--- src/design/traffic_light_with_button_override_assert.svh ---
// Assertion macros used by the traffic light controller.
`ifndef TRAFFIC_LIGHT_WITH_BUTTON_OVERRIDE_ASSERT_SVH
`define TRAFFIC_LIGHT_WITH_BUTTON_OVERRIDE_ASSERT_SVH

// Same-cycle implication, checked on clk and disabled during rst.
`define TLBO_ASSERT_NOW(lbl, ante, cons, msg) \
  lbl: assert property (@(posedge clk) disable iff (rst) (ante) |-> (cons)) else $error(msg);

// Next-cycle implication, checked on clk and disabled during rst.
`define TLBO_ASSERT_NEXT(lbl, ante, cons, msg) \
  lbl: assert property (@(posedge clk) disable iff (rst) (ante) |=> (cons)) else $error(msg);

`endif

--- src/design/tlbo_pkg.sv ---
// Shared types, constants and helper functions of the traffic light controller.
package tlbo_pkg;

  localparam int CFG_BITS       = 16;
  localparam int ELAPSED_BITS   = 17;
  localparam int CFG_INDEX_BITS = 3;
  localparam int COUNT_OUT_BITS = 16;

  localparam logic [ELAPSED_BITS-1:0] ELAPSED_MAX = '1;

  // Light phase, also the encoding of the light_phase output.
  typedef enum logic [1:0] {
    PH_GREEN  = 2'd0,
    PH_YELLOW = 2'd1,
    PH_RED    = 2'd2,
    PH_SAFE   = 2'd3
  } phase_t;

  // Configuration register indexes.
  typedef logic [CFG_INDEX_BITS-1:0] cfg_index_t;
  localparam cfg_index_t REG_GREEN      = 3'd0;
  localparam cfg_index_t REG_YELLOW     = 3'd1;
  localparam cfg_index_t REG_RED        = 3'd2;
  localparam cfg_index_t REG_BLINK      = 3'd3;
  localparam cfg_index_t REG_LONG_PRESS = 3'd4;
  localparam cfg_index_t REG_DEBOUNCE   = 3'd5;

  // Reset values of the configuration registers.
  localparam logic [CFG_BITS-1:0] RST_GREEN      = 16'd5000;
  localparam logic [CFG_BITS-1:0] RST_YELLOW     = 16'd2000;
  localparam logic [CFG_BITS-1:0] RST_RED        = 16'd5000;
  localparam logic [CFG_BITS-1:0] RST_BLINK      = 16'd500;
  localparam logic [CFG_BITS-1:0] RST_LONG_PRESS = 16'd3000;
  localparam logic [CFG_BITS-1:0] RST_DEBOUNCE   = 16'd200;

  typedef struct packed {
    logic [CFG_BITS-1:0] green_ms;
    logic [CFG_BITS-1:0] yellow_ms;
    logic [CFG_BITS-1:0] red_ms;
    logic [CFG_BITS-1:0] blink_ms;
    logic [CFG_BITS-1:0] long_press_ms;
    logic [CFG_BITS-1:0] short_gap_ms;
  } cfg_t;

  typedef struct packed {
    logic green;
    logic yellow;
    logic red;
  } lamps_t;

  // One result word as produced by the core.
  typedef struct packed {
    lamps_t                    lamps;
    phase_t                    phase;
    logic [COUNT_OUT_BITS-1:0] completed;
  } word_t;

  // Normal phase sequence; safe mode never leaves.
  function automatic phase_t next_phase(phase_t p);
    phase_t n;
    case (p)
      PH_GREEN:  n = PH_YELLOW;
      PH_YELLOW: n = PH_RED;
      PH_RED:    n = PH_GREEN;
      default:   n = PH_SAFE;
    endcase
    return n;
  endfunction

  // Saturating increment of an elapsed-time counter.
  function automatic logic [ELAPSED_BITS-1:0] sat_inc(logic [ELAPSED_BITS-1:0] v);
    return (v == ELAPSED_MAX) ? v : v + 1'b1;
  endfunction

endpackage

--- src/design/tlbo_if.sv ---
// Valid/ready channel interfaces for the tick words and the lamp words.
interface tlbo_tick_if;
  logic valid;
  logic ready;
  logic button_level;

  modport source (output valid, output button_level, input ready);
  modport sink (input valid, input button_level, output ready);
endinterface

interface tlbo_lamp_if;
  logic        valid;
  logic        ready;
  logic        lamp_green;
  logic        lamp_yellow;
  logic        lamp_red;
  logic [1:0]  light_phase;
  logic [15:0] completed_cycles;

  modport source (output valid, output lamp_green, output lamp_yellow, output lamp_red,
                  output light_phase, output completed_cycles, input ready);
  modport sink (input valid, input lamp_green, input lamp_yellow, input lamp_red,
                input light_phase, input completed_cycles, output ready);
endinterface

--- src/design/traffic_light_with_button_override.sv ---
// Traffic light controller with push-button override.
//
// Usage: one word on tick_in per millisecond tick carries the sampled button
// level (1 released, 0 pressed). For every accepted tick exactly one word
// leaves on light_out with the lamp drives, the light phase and the count of
// completed red-to-green cycles. Durations and press timing are set through
// the write port (wr_en, wr_index, wr_data) while the block is idle.
// The result word of a tick is valid on light_out in the cycle after it is
// accepted. Throughput: one tick per cycle unless light_out stalls; the state
// update is a single pass of counters and comparators ahead of the output
// register. When the receiver stalls, the output register holds its word and
// tick_in is stalled in the same cycle, so no word is lost or repeated.
// Reset (rst, synchronous) returns the lights to green with all timers and
// the cycle count at zero and all registers at their default durations; the
// block accepts ticks in the first cycle after reset.
`include "traffic_light_with_button_override_assert.svh"

module traffic_light_with_button_override #(
  parameter int CYCLE_COUNT_BITS = 16
) (
  input  logic                                clk,
  input  logic                                rst,
  input  logic                                wr_en,
  input  logic [tlbo_pkg::CFG_INDEX_BITS-1:0] wr_index,
  input  logic [tlbo_pkg::CFG_BITS-1:0]       wr_data,
  tlbo_tick_if.sink                           tick_in,
  tlbo_lamp_if.source                         light_out
);
  import tlbo_pkg::*;

  cfg_t   cfg;
  word_t  word;
  word_t  out_word;
  phase_t state_phase;
  logic   out_valid;
  logic   accept;

  tlbo_cfg_regs u_cfg (
    .clk      (clk),
    .rst      (rst),
    .wr_en    (wr_en),
    .wr_index (wr_index),
    .wr_data  (wr_data),
    .cfg      (cfg)
  );

  tlbo_core #(
    .CYCLE_COUNT_BITS (CYCLE_COUNT_BITS)
  ) u_core (
    .clk         (clk),
    .rst         (rst),
    .cfg         (cfg),
    .step        (accept),
    .button      (tick_in.button_level),
    .word        (word),
    .state_phase (state_phase)
  );

  // Take a tick whenever the output register is empty or being drained.
  assign tick_in.ready = !out_valid || light_out.ready;
  assign accept        = tick_in.valid && tick_in.ready;

  // Output register.
  always_ff @(posedge clk) begin
    if (rst) begin
      out_valid <= 1'b0;
    end else if (accept) begin
      out_valid <= 1'b1;
    end else if (light_out.ready) begin
      out_valid <= 1'b0;
    end
  end

  always_ff @(posedge clk) begin
    if (accept) begin
      out_word <= word;
    end
  end

  assign light_out.valid            = out_valid;
  assign light_out.lamp_green       = out_word.lamps.green;
  assign light_out.lamp_yellow      = out_word.lamps.yellow;
  assign light_out.lamp_red         = out_word.lamps.red;
  assign light_out.light_phase      = out_word.phase;
  assign light_out.completed_cycles = out_word.completed;

  // Safe mode is left only through reset.
  `TLBO_ASSERT_NEXT(a_safe_sticky, state_phase == PH_SAFE, state_phase == PH_SAFE, "safe mode left without reset")

  // Outside safe mode exactly one lamp is lit.
  `TLBO_ASSERT_NOW(a_one_lamp, out_valid && (out_word.phase != PH_SAFE), $onehot({out_word.lamps.green, out_word.lamps.yellow, out_word.lamps.red}), "lamps disagree with phase")

  // A stalled output word blocks new ticks.
  `TLBO_ASSERT_NOW(a_stall_blocks, out_valid && !light_out.ready, !accept, "tick taken while output stalled")

endmodule

--- src/design/tlbo_cfg_regs.sv ---
// Configuration register file of the traffic light controller.
module tlbo_cfg_regs (
  input  logic                                  clk,
  input  logic                                  rst,
  input  logic                                  wr_en,
  input  logic [tlbo_pkg::CFG_INDEX_BITS-1:0]   wr_index,
  input  logic [tlbo_pkg::CFG_BITS-1:0]         wr_data,
  output tlbo_pkg::cfg_t                        cfg
);
  import tlbo_pkg::*;

  // Decode the write; indexes past the last register are dropped.
  always_ff @(posedge clk) begin
    if (rst) begin
      cfg.green_ms      <= RST_GREEN;
      cfg.yellow_ms     <= RST_YELLOW;
      cfg.red_ms        <= RST_RED;
      cfg.blink_ms      <= RST_BLINK;
      cfg.long_press_ms <= RST_LONG_PRESS;
      cfg.short_gap_ms  <= RST_DEBOUNCE;
    end else if (wr_en) begin
      case (wr_index)
        REG_GREEN:      cfg.green_ms      <= wr_data;
        REG_YELLOW:     cfg.yellow_ms     <= wr_data;
        REG_RED:        cfg.red_ms        <= wr_data;
        REG_BLINK:      cfg.blink_ms      <= wr_data;
        REG_LONG_PRESS: cfg.long_press_ms <= wr_data;
        REG_DEBOUNCE:   cfg.short_gap_ms  <= wr_data;
        default: ;
      endcase
    end
  end

endmodule

--- src/design/tlbo_core.sv ---
// Light state machine, button timing and cycle counter, one tick per step.
module tlbo_core #(
  parameter int CYCLE_COUNT_BITS = 16
) (
  input  logic            clk,
  input  logic            rst,
  input  tlbo_pkg::cfg_t  cfg,
  input  logic            step,
  input  logic            button,
  output tlbo_pkg::word_t word,
  output tlbo_pkg::phase_t state_phase
);
  import tlbo_pkg::*;

  localparam logic [ELAPSED_BITS-1:0] EL_ZERO = '0;

  // State registers.
  phase_t                    phase;
  logic [ELAPSED_BITS-1:0]   phase_elapsed;
  logic [ELAPSED_BITS-1:0]   press_elapsed;
  logic [ELAPSED_BITS-1:0]   since_short_press;
  logic [ELAPSED_BITS-1:0]   blink_elapsed;
  logic                      previous_button;
  logic                      hold_armed;
  logic                      blink_lamp_on;
  lamps_t                    lamp_regs;
  logic [CYCLE_COUNT_BITS-1:0] cycle_count;

  // Next values.
  phase_t                    phase_next;
  logic [ELAPSED_BITS-1:0]   phase_elapsed_next;
  logic [ELAPSED_BITS-1:0]   press_elapsed_next;
  logic [ELAPSED_BITS-1:0]   since_short_press_next;
  logic [ELAPSED_BITS-1:0]   blink_elapsed_next;
  logic                      hold_armed_next;
  logic                      blink_lamp_on_next;
  lamps_t                    lamp_regs_next;
  logic [CYCLE_COUNT_BITS-1:0] cycle_count_next;

  // Intermediate terms of one step.
  logic                      press_edge;
  logic                      release_edge;
  logic                      armed_eff;
  logic                      short_ok;
  logic                      long_hit;
  logic                      dur_hit;
  logic                      blink_hit;
  logic                      blink_on_eff;
  logic                      wrap_short;
  logic                      wrap_dur;
  phase_t                    ph_short;
  phase_t                    ph_long;
  logic [CFG_BITS-1:0]       dur;
  logic [ELAPSED_BITS-1:0]   press_el_eff;
  logic [ELAPSED_BITS-1:0]   phase_el_short;
  logic [ELAPSED_BITS-1:0]   blink_el_eff;

  // Next-state logic: button edges, short press, long press, phase timeout, blink.
  always_comb begin
    press_edge   = previous_button & ~button;
    release_edge = ~previous_button & button;
    press_el_eff = press_edge ? EL_ZERO : press_elapsed;
    armed_eff    = press_edge | hold_armed;

    // A short press advances the phase right away.
    short_ok = release_edge && armed_eff &&
               (press_el_eff < {1'b0, cfg.long_press_ms}) &&
               (since_short_press > {1'b0, cfg.short_gap_ms});
    ph_short       = short_ok ? next_phase(phase) : phase;
    phase_el_short = short_ok ? EL_ZERO : phase_elapsed;
    wrap_short     = short_ok && (phase == PH_RED);

    // Holding the button long enough enters safe mode for good.
    long_hit = armed_eff && !release_edge && !button &&
               (press_el_eff >= {1'b0, cfg.long_press_ms}) && (ph_short != PH_SAFE);
    ph_long      = long_hit ? PH_SAFE : ph_short;
    blink_el_eff = long_hit ? EL_ZERO : blink_elapsed;
    blink_on_eff = long_hit ? 1'b0 : blink_lamp_on;

    // Phase timeout.
    case (ph_long)
      PH_GREEN:  dur = cfg.green_ms;
      PH_YELLOW: dur = cfg.yellow_ms;
      PH_RED:    dur = cfg.red_ms;
      default:   dur = cfg.blink_ms;
    endcase
    dur_hit    = (ph_long != PH_SAFE) && (phase_el_short >= {1'b0, dur});
    phase_next = dur_hit ? next_phase(ph_long) : ph_long;
    wrap_dur   = dur_hit && (ph_long == PH_RED);

    // Safe-mode blink timer.
    blink_hit          = (ph_long == PH_SAFE) && (blink_el_eff >= {1'b0, cfg.blink_ms});
    blink_lamp_on_next = blink_hit ? ~blink_on_eff : blink_on_eff;

    hold_armed_next        = armed_eff && !release_edge && !long_hit;
    phase_elapsed_next     = sat_inc(dur_hit ? EL_ZERO : phase_el_short);
    press_elapsed_next     = sat_inc(press_el_eff);
    since_short_press_next = sat_inc(short_ok ? EL_ZERO : since_short_press);
    blink_elapsed_next     = sat_inc(blink_hit ? EL_ZERO : blink_el_eff);
    cycle_count_next       = cycle_count + CYCLE_COUNT_BITS'(wrap_short)
                                         + CYCLE_COUNT_BITS'(wrap_dur);
  end

  // Output logic: lamps follow the phase, or the blink in safe mode.
  always_comb begin
    if (phase_next != PH_SAFE) begin
      lamp_regs_next.green  = (phase_next == PH_GREEN);
      lamp_regs_next.yellow = (phase_next == PH_YELLOW);
      lamp_regs_next.red    = (phase_next == PH_RED);
    end else if (blink_hit) begin
      lamp_regs_next.green  = 1'b0;
      lamp_regs_next.yellow = blink_lamp_on_next;
      lamp_regs_next.red    = 1'b0;
    end else begin
      lamp_regs_next = lamp_regs;
    end
    word.lamps     = lamp_regs_next;
    word.phase     = phase_next;
    word.completed = COUNT_OUT_BITS'(cycle_count_next);
  end

  assign state_phase = phase;

  // State update on every accepted tick.
  always_ff @(posedge clk) begin
    if (rst) begin
      phase             <= PH_GREEN;
      phase_elapsed     <= '0;
      press_elapsed     <= '0;
      since_short_press <= '0;
      blink_elapsed     <= '0;
      previous_button   <= 1'b1;
      hold_armed        <= 1'b0;
      blink_lamp_on     <= 1'b0;
      lamp_regs         <= '0;
      cycle_count       <= '0;
    end else if (step) begin
      phase             <= phase_next;
      phase_elapsed     <= phase_elapsed_next;
      press_elapsed     <= press_elapsed_next;
      since_short_press <= since_short_press_next;
      blink_elapsed     <= blink_elapsed_next;
      previous_button   <= button;
      hold_armed        <= hold_armed_next;
      blink_lamp_on     <= blink_lamp_on_next;
      lamp_regs         <= lamp_regs_next;
      cycle_count       <= cycle_count_next;
    end
  end

endmodule

--- src/flat_wrapper.sv ---
// flat-port wrapper written by rule: the top's interface ports become plain ports
module traffic_light_with_button_override_flat import tlbo_pkg::*;
#(
  parameter int CYCLE_COUNT_BITS = 16
)
  (clk, rst, wr_en, wr_index, wr_data, tick_in_valid, tick_in_button_level, tick_in_ready, light_out_valid, light_out_lamp_green, light_out_lamp_yellow, light_out_lamp_red, light_out_light_phase, light_out_completed_cycles, light_out_ready);
  tlbo_tick_if tick_in_i ();
  tlbo_lamp_if light_out_i ();
  input  logic clk;
  input  logic rst;
  input  logic wr_en;
  input  logic [tlbo_pkg::CFG_INDEX_BITS-1:0] wr_index;
  input  logic [tlbo_pkg::CFG_BITS-1:0] wr_data;
  input wire logic [$bits(tick_in_i.valid)-1:0] tick_in_valid;
  input wire logic [$bits(tick_in_i.button_level)-1:0] tick_in_button_level;
  output wire logic [$bits(tick_in_i.ready)-1:0] tick_in_ready;
  output wire logic [$bits(light_out_i.valid)-1:0] light_out_valid;
  output wire logic [$bits(light_out_i.lamp_green)-1:0] light_out_lamp_green;
  output wire logic [$bits(light_out_i.lamp_yellow)-1:0] light_out_lamp_yellow;
  output wire logic [$bits(light_out_i.lamp_red)-1:0] light_out_lamp_red;
  output wire logic [$bits(light_out_i.light_phase)-1:0] light_out_light_phase;
  output wire logic [$bits(light_out_i.completed_cycles)-1:0] light_out_completed_cycles;
  input wire logic [$bits(light_out_i.ready)-1:0] light_out_ready;
  assign tick_in_i.valid = tick_in_valid;
  assign tick_in_i.button_level = tick_in_button_level;
  assign tick_in_ready = tick_in_i.ready;
  assign light_out_valid = light_out_i.valid;
  assign light_out_lamp_green = light_out_i.lamp_green;
  assign light_out_lamp_yellow = light_out_i.lamp_yellow;
  assign light_out_lamp_red = light_out_i.lamp_red;
  assign light_out_light_phase = light_out_i.light_phase;
  assign light_out_completed_cycles = light_out_i.completed_cycles;
  assign light_out_i.ready = light_out_ready;
  traffic_light_with_button_override #(.CYCLE_COUNT_BITS(CYCLE_COUNT_BITS)) u_core (.clk(clk), .rst(rst), .wr_en(wr_en), .wr_index(wr_index), .wr_data(wr_data), .tick_in(tick_in_i), .light_out(light_out_i));
endmodule
--- config.mk ---
export PLATFORM = sky130hd
export DESIGN_NAME = traffic_light_with_button_override_flat
export DESIGN_NICKNAME = d
export VERILOG_FILES = /design/src/design/tlbo_pkg.sv /design/src/design/tlbo_if.sv /design/src/design/traffic_light_with_button_override.sv /design/src/design/tlbo_cfg_regs.sv /design/src/design/tlbo_core.sv /design/src/flat_wrapper.sv
export VERILOG_INCLUDE_DIRS = /design/src /design/src/design
export SDC_FILE = /design/constraint.sdc
export NUM_CORES = 1
export LEC_CHECK = 0
export ABC_AREA = 0
export BUFFER_PORTS_ARGS = -buffer_cell sky130_fd_sc_hd__buf_2
export CORE_AREA = 4 4 176 178
export DETAILED_ROUTE_END_ITERATION = 16
export DIE_AREA = 0 0 180 182
export PLACE_DENSITY = 0.61
export SYNTH_ARGS = -nofsm -noshare
export SYNTH_HDL_FRONTEND = slang
export SYNTH_SLANG_ARGS = --single-unit
--- constraint.sdc ---
create_clock -name clk -period 9.3 [get_ports clk]
set_input_delay 0.465 -clock clk [delete_from_list [all_inputs] [get_ports clk]]
set_output_delay 0.465 -clock clk [all_outputs]
set_load 0.02 [all_outputs]
Word-level counts from Yosys, hierarchy flattened
Index checks and enable logic that the tools add are counted.
W data, S select, Z words.
- flip-flop bits (word level): 210
- input port bits: 25
- word-level logic and storage cells: 111
- output and inout port bits: 23
- $add $sub $neg: 6
- reductions and logical operators: 29
- bitwise gates (word level): 6
- magnitude comparators: 5
- eq/ne operators: 19
- muxes and demuxes: 22
- operators with widths (kind ; number):
    $mux W17 ; 10
    $add A17 B1 Y17 const B ; 4
    $eq A17 B17 Y1 const B ; 4
    $ge A17 B16 Y1 ; 3
    $pmux W16 S3 ; 1
    $add A16 B1 Y16 ; 2
    $gt A17 B16 Y1 ; 1
    $lt A17 B16 Y1 ; 1
    $logic_and A1 B1 Y1 ; 13
    $pmux W2 S3 ; 2
    $reduce_and A2 Y1 ; 6
    $eq A2 B2 Y1 const B ; 4
    $eq A2 B1 Y1 const B ; 3
    $eq A3 B2 Y1 const B ; 2
    $eq A3 B3 Y1 const B ; 2
    $logic_not A2 Y1 ; 3
    $mux W2 ; 3
    $mux W3 ; 2
    $ne A2 B2 Y1 const B ; 3
    $logic_not A1 Y1 ; 4
    $mux W1 ; 4
    $eq A3 B1 Y1 const B ; 1
    $logic_not A3 Y1 ; 1
    $not A1 Y1 ; 3
    other kinds (4) ; 5

Logic depth before layout (Yosys ltp)
Gate-level depths: netlist (run 1).
- depth after elaboration: 17
- mapped depth: 41
- mapped depth without buffers: 35

By module
Synthesis (run 1) repeated with hierarchy kept, for this count alone.
- cells, all modules: 1376
- area, all modules: 12075.3 um2
- by module, submodules not included (module ; area an instance (um2) ; cells an instance ; times used ; seq. area each (um2)):
    tlbo_core ; 7591.0 ; 997 ; 1 ; 1841.8
    tlbo_cfg_regs ; 3798.6 ; 353 ; 1 ; 1921.8
    traffic_light_with_button_override ; 685.7 ; 26 ; 1 ; 650.6

Worst setup path before layout (run 1)
Ideal clock, no wire load.
- path type: input to register
- start point: input tick_in_button_level
- end point: register u_core.u_core.cycle_count[15]
- library setup time: 128 ps
- buffers on the path: 7
- stages on the path: 38
- arrival time: 7345 ps
- setup slack: 1827 ps
- cells stage by stage: nand2b_4 -> buf_2 -> clkbuf_1 -> and2_1 -> ha_1 -> a211oi_1 -> o21a_1 -> o311ai_2 -> o211a_4 -> nor2_1 -> buf_2 -> clkbuf_1 -> clkbuf_1 -> nand2_1 -> ha_1 -> inv_1 -> clkbuf_1 -> clkbuf_1 -> (+2 left out) -> ha_1 -> a21oi_1 -> o21ai_0 -> a21oi_1 -> a2bb2oi_1 -> nand2_1 -> nor2_1 -> nor2_1 -> and2_1 -> fa_1 -> and3_1 -> and4_1 -> and3_1 -> and3_1 -> and3_1 -> nand4_1 -> xor2_1 -> nor2_1
- word-level cells in the longest chain between the ends: 16
- elaborated cells on any way between the ends: 31
- classes of those cells: add/sub (2); order compare (3); eq/ne (4); mux (5); bitwise (4); reduce/logical (13)
- RTL lines (what ; RTL line ; source):
    from (decl) ; flat_wrapper.sv:15 ; input wire logic [$bits(tick_in_i.button_level)-1:0] tick_in_button_level;
    $not A1 Y1 ; tlbo_core.sv:60 ; press_edge = previous_button & ~button;
    $and A1 B1 Y1 ; tlbo_core.sv:60 ;
    $mux W17 / $or A1 B1 Y1 (equally long branches) ; tlbo_core.sv:62, tlbo_core.sv:63 ;
    $lt A17 B16 Y1 / $logic_and A1 B1 Y1 (equally long branches) ; tlbo_core.sv:67, tlbo_core.sv:66 ;
    $logic_and A1 B1 Y1 ; tlbo_core.sv:66 ; short_ok = release_edge && armed_eff &&
    $logic_and A1 B1 Y1 ; tlbo_core.sv:67 ; (press_el_eff < {1'b0, cfg.long_press_ms}) &&
    $mux W2 ; tlbo_core.sv:69 ; ph_short = short_ok ? next_phase(phase) : phase;
    $ne A2 B2 Y1 ; tlbo_core.sv:75 ; (press_el_eff >= {1'b0, cfg.long_press_ms}) && (ph_short != PH_SAFE);
    $logic_and A1 B1 Y1 ; tlbo_core.sv:75 ;
    $mux W2 ; tlbo_core.sv:76 ; ph_long = long_hit ? PH_SAFE : ph_short;
    $eq A2 B2 Y1 (tied with other cells) ; tlbo_core.sv:81, tlbo_core.sv:89 ;
    $pmux W16 S3 ; tlbo_core.sv:81 ; case (ph_long)
    $ge A17 B16 Y1 ; tlbo_core.sv:87 ; dur_hit = (ph_long != PH_SAFE) && (phase_el_short >= {1'b0, dur});
    $logic_and A1 B1 Y1 ; tlbo_core.sv:87 ;
    $logic_and A1 B1 Y1 ; tlbo_core.sv:89 ; wrap_dur = dur_hit && (ph_long == PH_RED);
    $add A16 B1 Y16 * ; tlbo_core.sv:101 ; + CYCLE_COUNT_BITS'(wrap_dur);
    to (signal assigned) ; tlbo_core.sv:147 ; cycle_count <= cycle_count_next;
    to (decl) ; tlbo_core.sv:27 ; logic [CYCLE_COUNT_BITS-1:0] cycle_count;
Every way passes the cells marked *; elsewhere a longest branch is shown, timed or not.
A chain may end at the register's enable or synchronous reset.

Worst setup path after layout (run 1)
- start point: register u_core.u_core.previous_button
- end point: register u_core.u_core.cycle_count[15]
- word-level cells in the longest chain between the ends: 15
- elaborated cells on any way between the ends: 30
- classes of those cells: add/sub (2); order compare (3); eq/ne (4); mux (5); bitwise (4); reduce/logical (12)
- RTL lines (what ; RTL line ; source):
    from (decl) ; tlbo_core.sv:23 ; logic previous_button;
    from (signal assigned) ; tlbo_core.sv:143 ; previous_button <= button;
    $and A1 B1 Y1 / $not A1 Y1 (equally long branches) ; tlbo_core.sv:60, tlbo_core.sv:61 ;
    $mux W17 (tied with other cells) ; tlbo_core.sv:62 ; press_el_eff = press_edge ? EL_ZERO : press_elapsed;
    $lt A17 B16 Y1 / $logic_and A1 B1 Y1 (equally long branches) ; tlbo_core.sv:67, tlbo_core.sv:66 ;
    $logic_and A1 B1 Y1 ; tlbo_core.sv:66 ;
    $logic_and A1 B1 Y1 ; tlbo_core.sv:67 ;
    $mux W2 ; tlbo_core.sv:69 ;
    $ne A2 B2 Y1 ; tlbo_core.sv:75 ;
    $logic_and A1 B1 Y1 ; tlbo_core.sv:75 ;
    $mux W2 ; tlbo_core.sv:76 ;
    $eq A2 B2 Y1 (tied with other cells) ; tlbo_core.sv:81, tlbo_core.sv:89 ;
    $pmux W16 S3 ; tlbo_core.sv:81 ;
    $ge A17 B16 Y1 ; tlbo_core.sv:87 ;
    $logic_and A1 B1 Y1 ; tlbo_core.sv:87 ;
    $logic_and A1 B1 Y1 ; tlbo_core.sv:89 ;
    $add A16 B1 Y16 * ; tlbo_core.sv:101 ;
Marks and branches as above.

==> metrics, run 1 <==
status=finished, final reports clean; core area=29400 um^2; first-pass GRT wire length=52800 um; Req. time, crit path=between 9 and 10 ns; Psw=between 0.0005 and 0.0006 W; Crit Path Class=flip-flop to flip-flop; register area share after synthesis=0.381; Final Skew=0.0171 ns; Hold Vio Cnt, Final=0; Ports=48; Area contributors post-synth=dfxtp_1 (33%), nand2_1 (9.5%), ha_1 (8.0%), edfxtp_1 (5.4%), a21oi_1 (5.2%); number of global-route vias before repair=about 9700; gr usage total=0.193; initial core utilization=0.394; # DRC=0; reg2reg path depth=34; Synth top area share=0.326; CP Capture Type=flip-flop; RD Place Congestion=a little under 0.9; clock tree root driver cell=clkbuf_16; worst slew pin tran=1.10 ns; slew margin rel.=0.262; drt wl/cell=~17 um; Syn Inst Count=1453; f_max=around 0.12 GHz; crit path launch=u_core.u_core.previous_button; Max-Cap Viols=0; FILL cells=~2900; commonest cells after routing, fill and taps aside=nand2_1 (292), dfxtp_1 (189), a21oi_1 (121); via/cell ratio=5.59; reg2reg end=u_core.u_core.cycle_count[15]; sequential share of power=0.441; initial antenna violation count=0; DRT Pass-1 Iters=8; worst path arrival time=~8.4 ns; flop2flop setup slack=1.24 ns; Top FF cell, synth=dfxtp_1; Unique masters post-synth=80; Setup TNS=0 ns; Yosys warnings=0; antenna cells=0; peak per-stage delay on the critical path=~0.45 ns; number of port buffers=47; final setup fails=0; largest net degree at the start of global routing=68; antenna violation net count after detailed routing=0; Initial DRC Count=1168; final core utilization=0.442; clk sinks=between 200 and 250; Int Power=roughly 0.0016 W; Worst-Skew Late Latency=~0.53 ns; std cell rows=63; RSZ-0062 raised after global routing=no; die height=182 um; PostCTS Resize Cnt=0; switching share of power=0.235; Die Wd=roughly 180 um; r2r startpoint=u_core.u_core.previous_button; commonest non-fill, non-tap cell in the layout=nand2_1; # placed instances=1823; minimum clock period=8.06 ns; CP Max Fanout=29; Area Growth Syn to Fin=12.2%; CTS buffer count=25; Pwr Density=165 nW/um^2; H-tree levels=1; largest area contributor in the netlist=dfxtp_1; nets@finish=1560; Gate power share=0.062; CTS tree=yes; Worst Path Buf+Inv=4; WL final=between 30000 and 40000 um; DR vias=10455; # hold bufs at CTS=0; nature of the critical path startpoint=flip-flop; Synth Cell Area=around 12000 um^2; Top delay family on crit path=simple AND/OR/NAND/NOR gates; share of cells above drive strength 1=0.0940; DIE AREA=32800 um^2; Post-synth EDFFs=21; FF+latch count, synth=210; GRT overflow=0; Crit. path cell count=34; hold crit path type=primary input to flip-flop; Async SR Flop Fraction=0; crit path max-delay cell type=fa_1; Critical Path End=u_core.u_core.cycle_count[15]; setup bufs post-CTS=0; maximum VDD drop=114 uV; Synth Area per Inst=approximately 8 um^2; Post-Layout Cell Count=1869; clock network fraction of design power=0.496; HPWL Detailed=around 22000 um; max-slew violations=0; Final Cycle Share=0.866; worst-case clock buffer depth=3; syn nets=around 1600; Leakage=5.15 nW; Reg clk slew, reported paths=0.06 ns
==> worst min-delay path, cell delays in order <==
cell     delay (ns)
buf_2          0.11
inv_1          0.04
a21oi_1        0.05
==> layout make-up <==
type,instances,area [um^2],share of cell area
clock buffer,33,706,0.0543
multi-input combinational,1092,6600,0.508
tap,390,488,0.0375
timing repair buffer,59,328,0.0252
sequential,210,4410,0.340
clock inverter,13,194,0.0149
inverter,72,270,0.0208
==> metrics by stage <==
step	setup WS (ns)	hold WS [ns]	cell area [um^2]	total power, W
6_report	1.24	0.186	13000	0.00215
5_1_grt	0.543	0.187	13000	0.00223
4_1_cts	1.31	0.167	13000	0.00217
3_5_place_dp	1.14	0.447	12100	0.00110
3_3_place_gp	1.33	0.443	12100	0.00110
2_1_floorplan	1.83	0.436	11600	0.00105
==> metal layers <==
metal | track usage | up-vias | part of all wire
li1 | - | 5165 | -
met1 | 0.277 | 4962 | 0.48
met2 | 0.311 | 289 | 0.45
met3 | 0.0260 | 39 | 0.054
met4 | 0.0393 | 0 | 0.017
met5 | 0 | - | 0
==> synth_stat cells, drive strengths merged, types with 9 or more instances <==
cell type  number
inv            72
nor3           23
a31oi          10
nand4          24
or3             9
dfxtp         189
ha             74
or4            14
a21oi         125
a222oi         16
clkbuf         71
o211ai         19
edfxtp         21
and3           29
nand3          61
o21ai          76
and4            9
nand2         293
xor2           24
and2           52
nor4            9
xnor2          16
nor2           83
a211oi         16
==> registers in the layout (all words and copies together) (netlist names), 2 cells and up <==
register                           cells
u_core.u_cfg.cfg                      96
u_core.u_core.blink_elapsed           17
u_core.u_core.phase_elapsed           17
u_core.u_core.press_elapsed           17
u_core.u_core.since_short_press       17
u_core.light_out.completed_cycles     16
u_core.u_core.cycle_count             16
u_core.u_core.lamp_regs                3
u_core.light_out.light_phase           2
u_core.u_core.state_phase              2
==> how the worst min path moves through the flow <==
stage,start,end,slack (ns),cells after the start
2_1_floorplan,u_core.u_cfg.cfg[63],u_core.u_cfg.cfg[63],0.44,2
3_3_place_gp,u_core.u_cfg.cfg[52],u_core.u_cfg.cfg[52],0.44,2
3_5_place_dp,u_core.u_cfg.cfg[52],u_core.u_cfg.cfg[52],0.45,2
4_1_cts,tick_in_valid,u_core.light_out.valid,0.17,3
5_1_grt,tick_in_valid,u_core.light_out.valid,0.19,3
6_report,tick_in_valid,u_core.light_out.valid,0.19,3
==> kinds of logic (layout without fill, tap and decap cells) <==
group	Yosys count	count (layout)	synth area share
adders and majority gates	75	75	0.0816
xor gates and xnor gates	40	40	0.0302
muxes	11	11	0.00993
and+or+nand+nor	628	628	0.256
AOI/OAI and AO/OA	338	338	0.192
DFF	210	210	0.381
buffers and inverters	151	177	0.0498
==> power by group through the flow <==
stage	Sequential [W]	Clock (W)	Combinational, W
3_5_place_dp	0.000967	0	0.000134
6_report	0.000947	0.00107	0.000134
4_1_cts	0.000947	0.00109	0.000134
2_1_floorplan	0.000968	0	0.0000815
5_1_grt	0.000949	0.00113	0.000150
3_3_place_gp	0.000966	0	0.000132
No activity file was read; power rests on OpenSTA's default activity.
==> run 2, diff against run 1 <==
--- a/config.mk
+++ b/config.mk
@@ -11,7 +11,7 @@
 export CORE_AREA = 4 4 176 178
 export DETAILED_ROUTE_END_ITERATION = 16
 export DIE_AREA = 0 0 180 182
-export PLACE_DENSITY = 0.61
+export PLACE_DENSITY = 0.62
 export SYNTH_ARGS = -nofsm -noshare
 export SYNTH_HDL_FRONTEND = slang
 export SYNTH_SLANG_ARGS = --single-unit
==> constraint.sdc (replaced) <==
create_clock -name clk -period 9.3 [get_ports clk]
set_input_delay 0.465 -clock clk [delete_from_list [all_inputs] [get_ports clk]]
set_output_delay 0.465 -clock clk [all_outputs]
set_load 0.005 [all_outputs]
==> run 2 against run 1 <==
Wire length shrank 1.4%. Final cell count is the same. Via count fell by 0.55%. Register-to-register slack worse by 0.11 ns. Critical path type unchanged. Sequential share of layout area grew 0.11 points. Count of clock-buffer cells in the layout rose by 3. Largest cell class unchanged. Combinational power fell by 4%.
==> metrics, run 2 (synthesis gave the netlist of run 1 again) <==
status=finished, final reports clean (unchanged); met3 Track Usage GR=0.0266 (was 0.0260); PostCTS Resize Cnt=0 (unchanged); Design Area, Final=13000 um^2 (about the same); flop2flop setup slack=1.14 ns (was 1.24 ns); peak per-stage delay on the critical path=0.65 ns (was 0.45 ns); Reg clk slew, reported paths=0.06 ns (about the same); Die Wd=180 um (unchanged); commonest cells after routing, fill and taps aside=nand2_1 (292), dfxtp_1 (189), a21oi_1 (121) (unchanged); RD Place Congestion=0.884 (was 0.872); Leakage=5.12 nW (was 5.15 nW); hold path endpoint=u_core.light_out.valid (unchanged); DR vias=10398 (was 10455); maximum VDD drop=102 uV (was 114 uV); FILL cells=2951 (was 2940); final core utilization=0.441 (was 0.442); DIE AREA=32800 um^2 (unchanged); HPWL Detailed=21600 um (was 22300 um); f_max=0.123 GHz (was 0.124 GHz); Hold Path Origin=tick_in_valid (unchanged); nature of the critical path startpoint=flip-flop (unchanged); Pwr Density=161 nW/um^2 (was 165 nW/um^2); minimum clock period=8.16 ns (was 8.06 ns); antenna violation net count after detailed routing=0 (unchanged); WL final=31800 um (was 32200 um); largest register by flop count=u_core.u_cfg.cfg (unchanged); # DRC=0 (unchanged); Hold Vio Cnt, Final=0 (unchanged); # hold bufs at CTS=0 (unchanged); Final Skew=0.0176 ns (was 0.0171 ns); met1 Use GR=0.276 (was 0.277); Crit Path Class=flip-flop to flip-flop (unchanged); Top delay family on crit path=simple AND/OR/NAND/NOR gates (unchanged); pre-CTS WS=0.994 ns (was 1.14 ns); antenna cells=0 (unchanged); clock tree root driver cell=clkbuf_16 (unchanged); nets@finish=1560 (unchanged); Final WS setup=1.14 ns (was 1.24 ns); GRT overflow=0 (unchanged); H-tree levels=1 (unchanged); share of cells above drive strength 1=0.0920 (was 0.0940); std cell rows=63 (unchanged); Area Growth Syn to Fin=11.8% (was 12.2%); Initial DRC Count=1038 (was 1168); max-slew violations=0 (unchanged); CTS buffer count=25 (unchanged); clk sinks=210 (unchanged); number of global-route vias before repair=9680 (was 9745); DRT Pass-1 Iters=7 (was 8); setup bufs post-CTS=0 (unchanged); number of port buffers=47 (unchanged); CP Capture Type=flip-flop (unchanged); CP Max Fanout=33 (was 29); reg2reg end=u_core.u_core.cycle_count[15] (unchanged); Worst Path Buf+Inv=2 (was 4); core area=29400 um^2 (unchanged); crit path max-delay cell type=inv_1 (was fa_1); Setup TNS=0 ns (unchanged); largest net degree at the start of global routing=82 (was 68); Ports=48 (unchanged); hold crit path type=primary input to flip-flop (unchanged); first-pass GRT wire length=51900 um (was 52800 um); total power=0.00209 W (was 0.00215 W); Req. time, crit path=9.69 ns (was 9.68 ns); GR Util met2=0.293 (was 0.311); initial core utilization=0.394 (unchanged); gr usage total=0.189 (was 0.193); Final Cycle Share=0.878 (was 0.866); max reg flops=96 (unchanged); initial antenna violation count=0 (unchanged); slew margin rel.=0.271 (was 0.262); r2r startpoint=u_core.u_core.previous_button (unchanged); Worst-Skew Late Latency=0.54 ns (was 0.53 ns); worst slew pin tran=1.09 ns (was 1.10 ns); layer with the highest usage=met2 (unchanged); via/cell ratio=5.56 (was 5.59); commonest non-fill, non-tap cell in the layout=nand2_1 (unchanged); CP dominant cell by count=and3_1; final setup fails=0 (unchanged); reg2reg path depth=31 (was 34); drt wl/cell=17.0 um (was 17.2 um); CTS tree=yes (unchanged); worst-case clock buffer depth=3 (unchanged); Max-Cap Viols=0 (unchanged); RSZ-0062 raised after global routing=no (unchanged); worst path arrival time=8.55 ns (was 8.44 ns); WHS Path Cells=3 (unchanged); Post-DP Area=12100 um^2 (unchanged); die height=182 um (unchanged)
## run 2: cell count changes in the layout (fill, tap and decap cells not counted)
| cell | previous run | this run |
|---|---|---|
| inv_16 | 0 | 1 |
| clkinv_2 | 7 | 5 |
| clkbuf_1 | 3 | 6 |
| inv_6 | 1 | 0 |
| clkinvlp_4 | 0 | 1 |
| bufinv_16 | 5 | 3 |
## run 2: worst max-delay path by stage
stage | to | cells after the start | from | slack, ns
2_1_floorplan | u_core.u_core.cycle_count[15] | 38 | tick_in_button_level | 1.83
3_3_place_gp | u_core.u_core.cycle_count[15] | 32 | tick_in_button_level | 1.21
3_5_place_dp | u_core.u_core.cycle_count[15] | 32 | tick_in_button_level | 0.99
4_1_cts | u_core.u_core.cycle_count[15] | 31 | u_core.u_core.previous_button | 1.19
5_1_grt | u_core.u_core.cycle_count[15] | 31 | u_core.u_core.previous_button | 0.32
6_report | u_core.u_core.cycle_count[15] | 31 | u_core.u_core.previous_button | 1.14
## run 2: stage by stage
stage | hold WS (ns) | std cells
4_1_cts | 0.154 | 1869
6_report | 0.174 | 1869
3_5_place_dp | 0.447 | 1823
2_1_floorplan | 0.436 | 1453
5_1_grt | 0.180 | 1869
3_3_place_gp | 0.441 | 1823
## run 2: metal layers
metal	part of all wire	up-vias	wire, um
li1	-	5168	-
met4	0.027	0	846
met1	0.49	4909	15600
met2	0.44	266	13800
met3	0.048	55	1510
met5	0	-	0
## run 2: final cells by class
| cell class | count | area (um^2) | area share |
|---|---|---|---|
| multi-input cells | 1092 | 6600 | 0.509 |
| repair buffers | 59 | 328 | 0.0253 |
| flip-flops and latches | 210 | 4410 | 0.341 |
| inverters | 72 | 270 | 0.0209 |
| clock inverters | 10 | 143 | 0.0110 |
| well taps | 390 | 488 | 0.0377 |
| clock buffers | 36 | 717 | 0.0553 |
## run 2: power breakdown
part | internal [W] | leakage, nW | switching (W)
clock network | 0.000621 | 0.423 | 0.000391
logic | 0.0000380 | 2.96 | 0.0000906
registers | 0.000934 | 1.74 | 0.0000127
total | 0.00159 | 5.12 | 0.000494
## run 2: worst min-delay path, stage by stage
cell	delay [ns]
buf_2	0.11
inv_1	0.04
a21oi_1	0.05
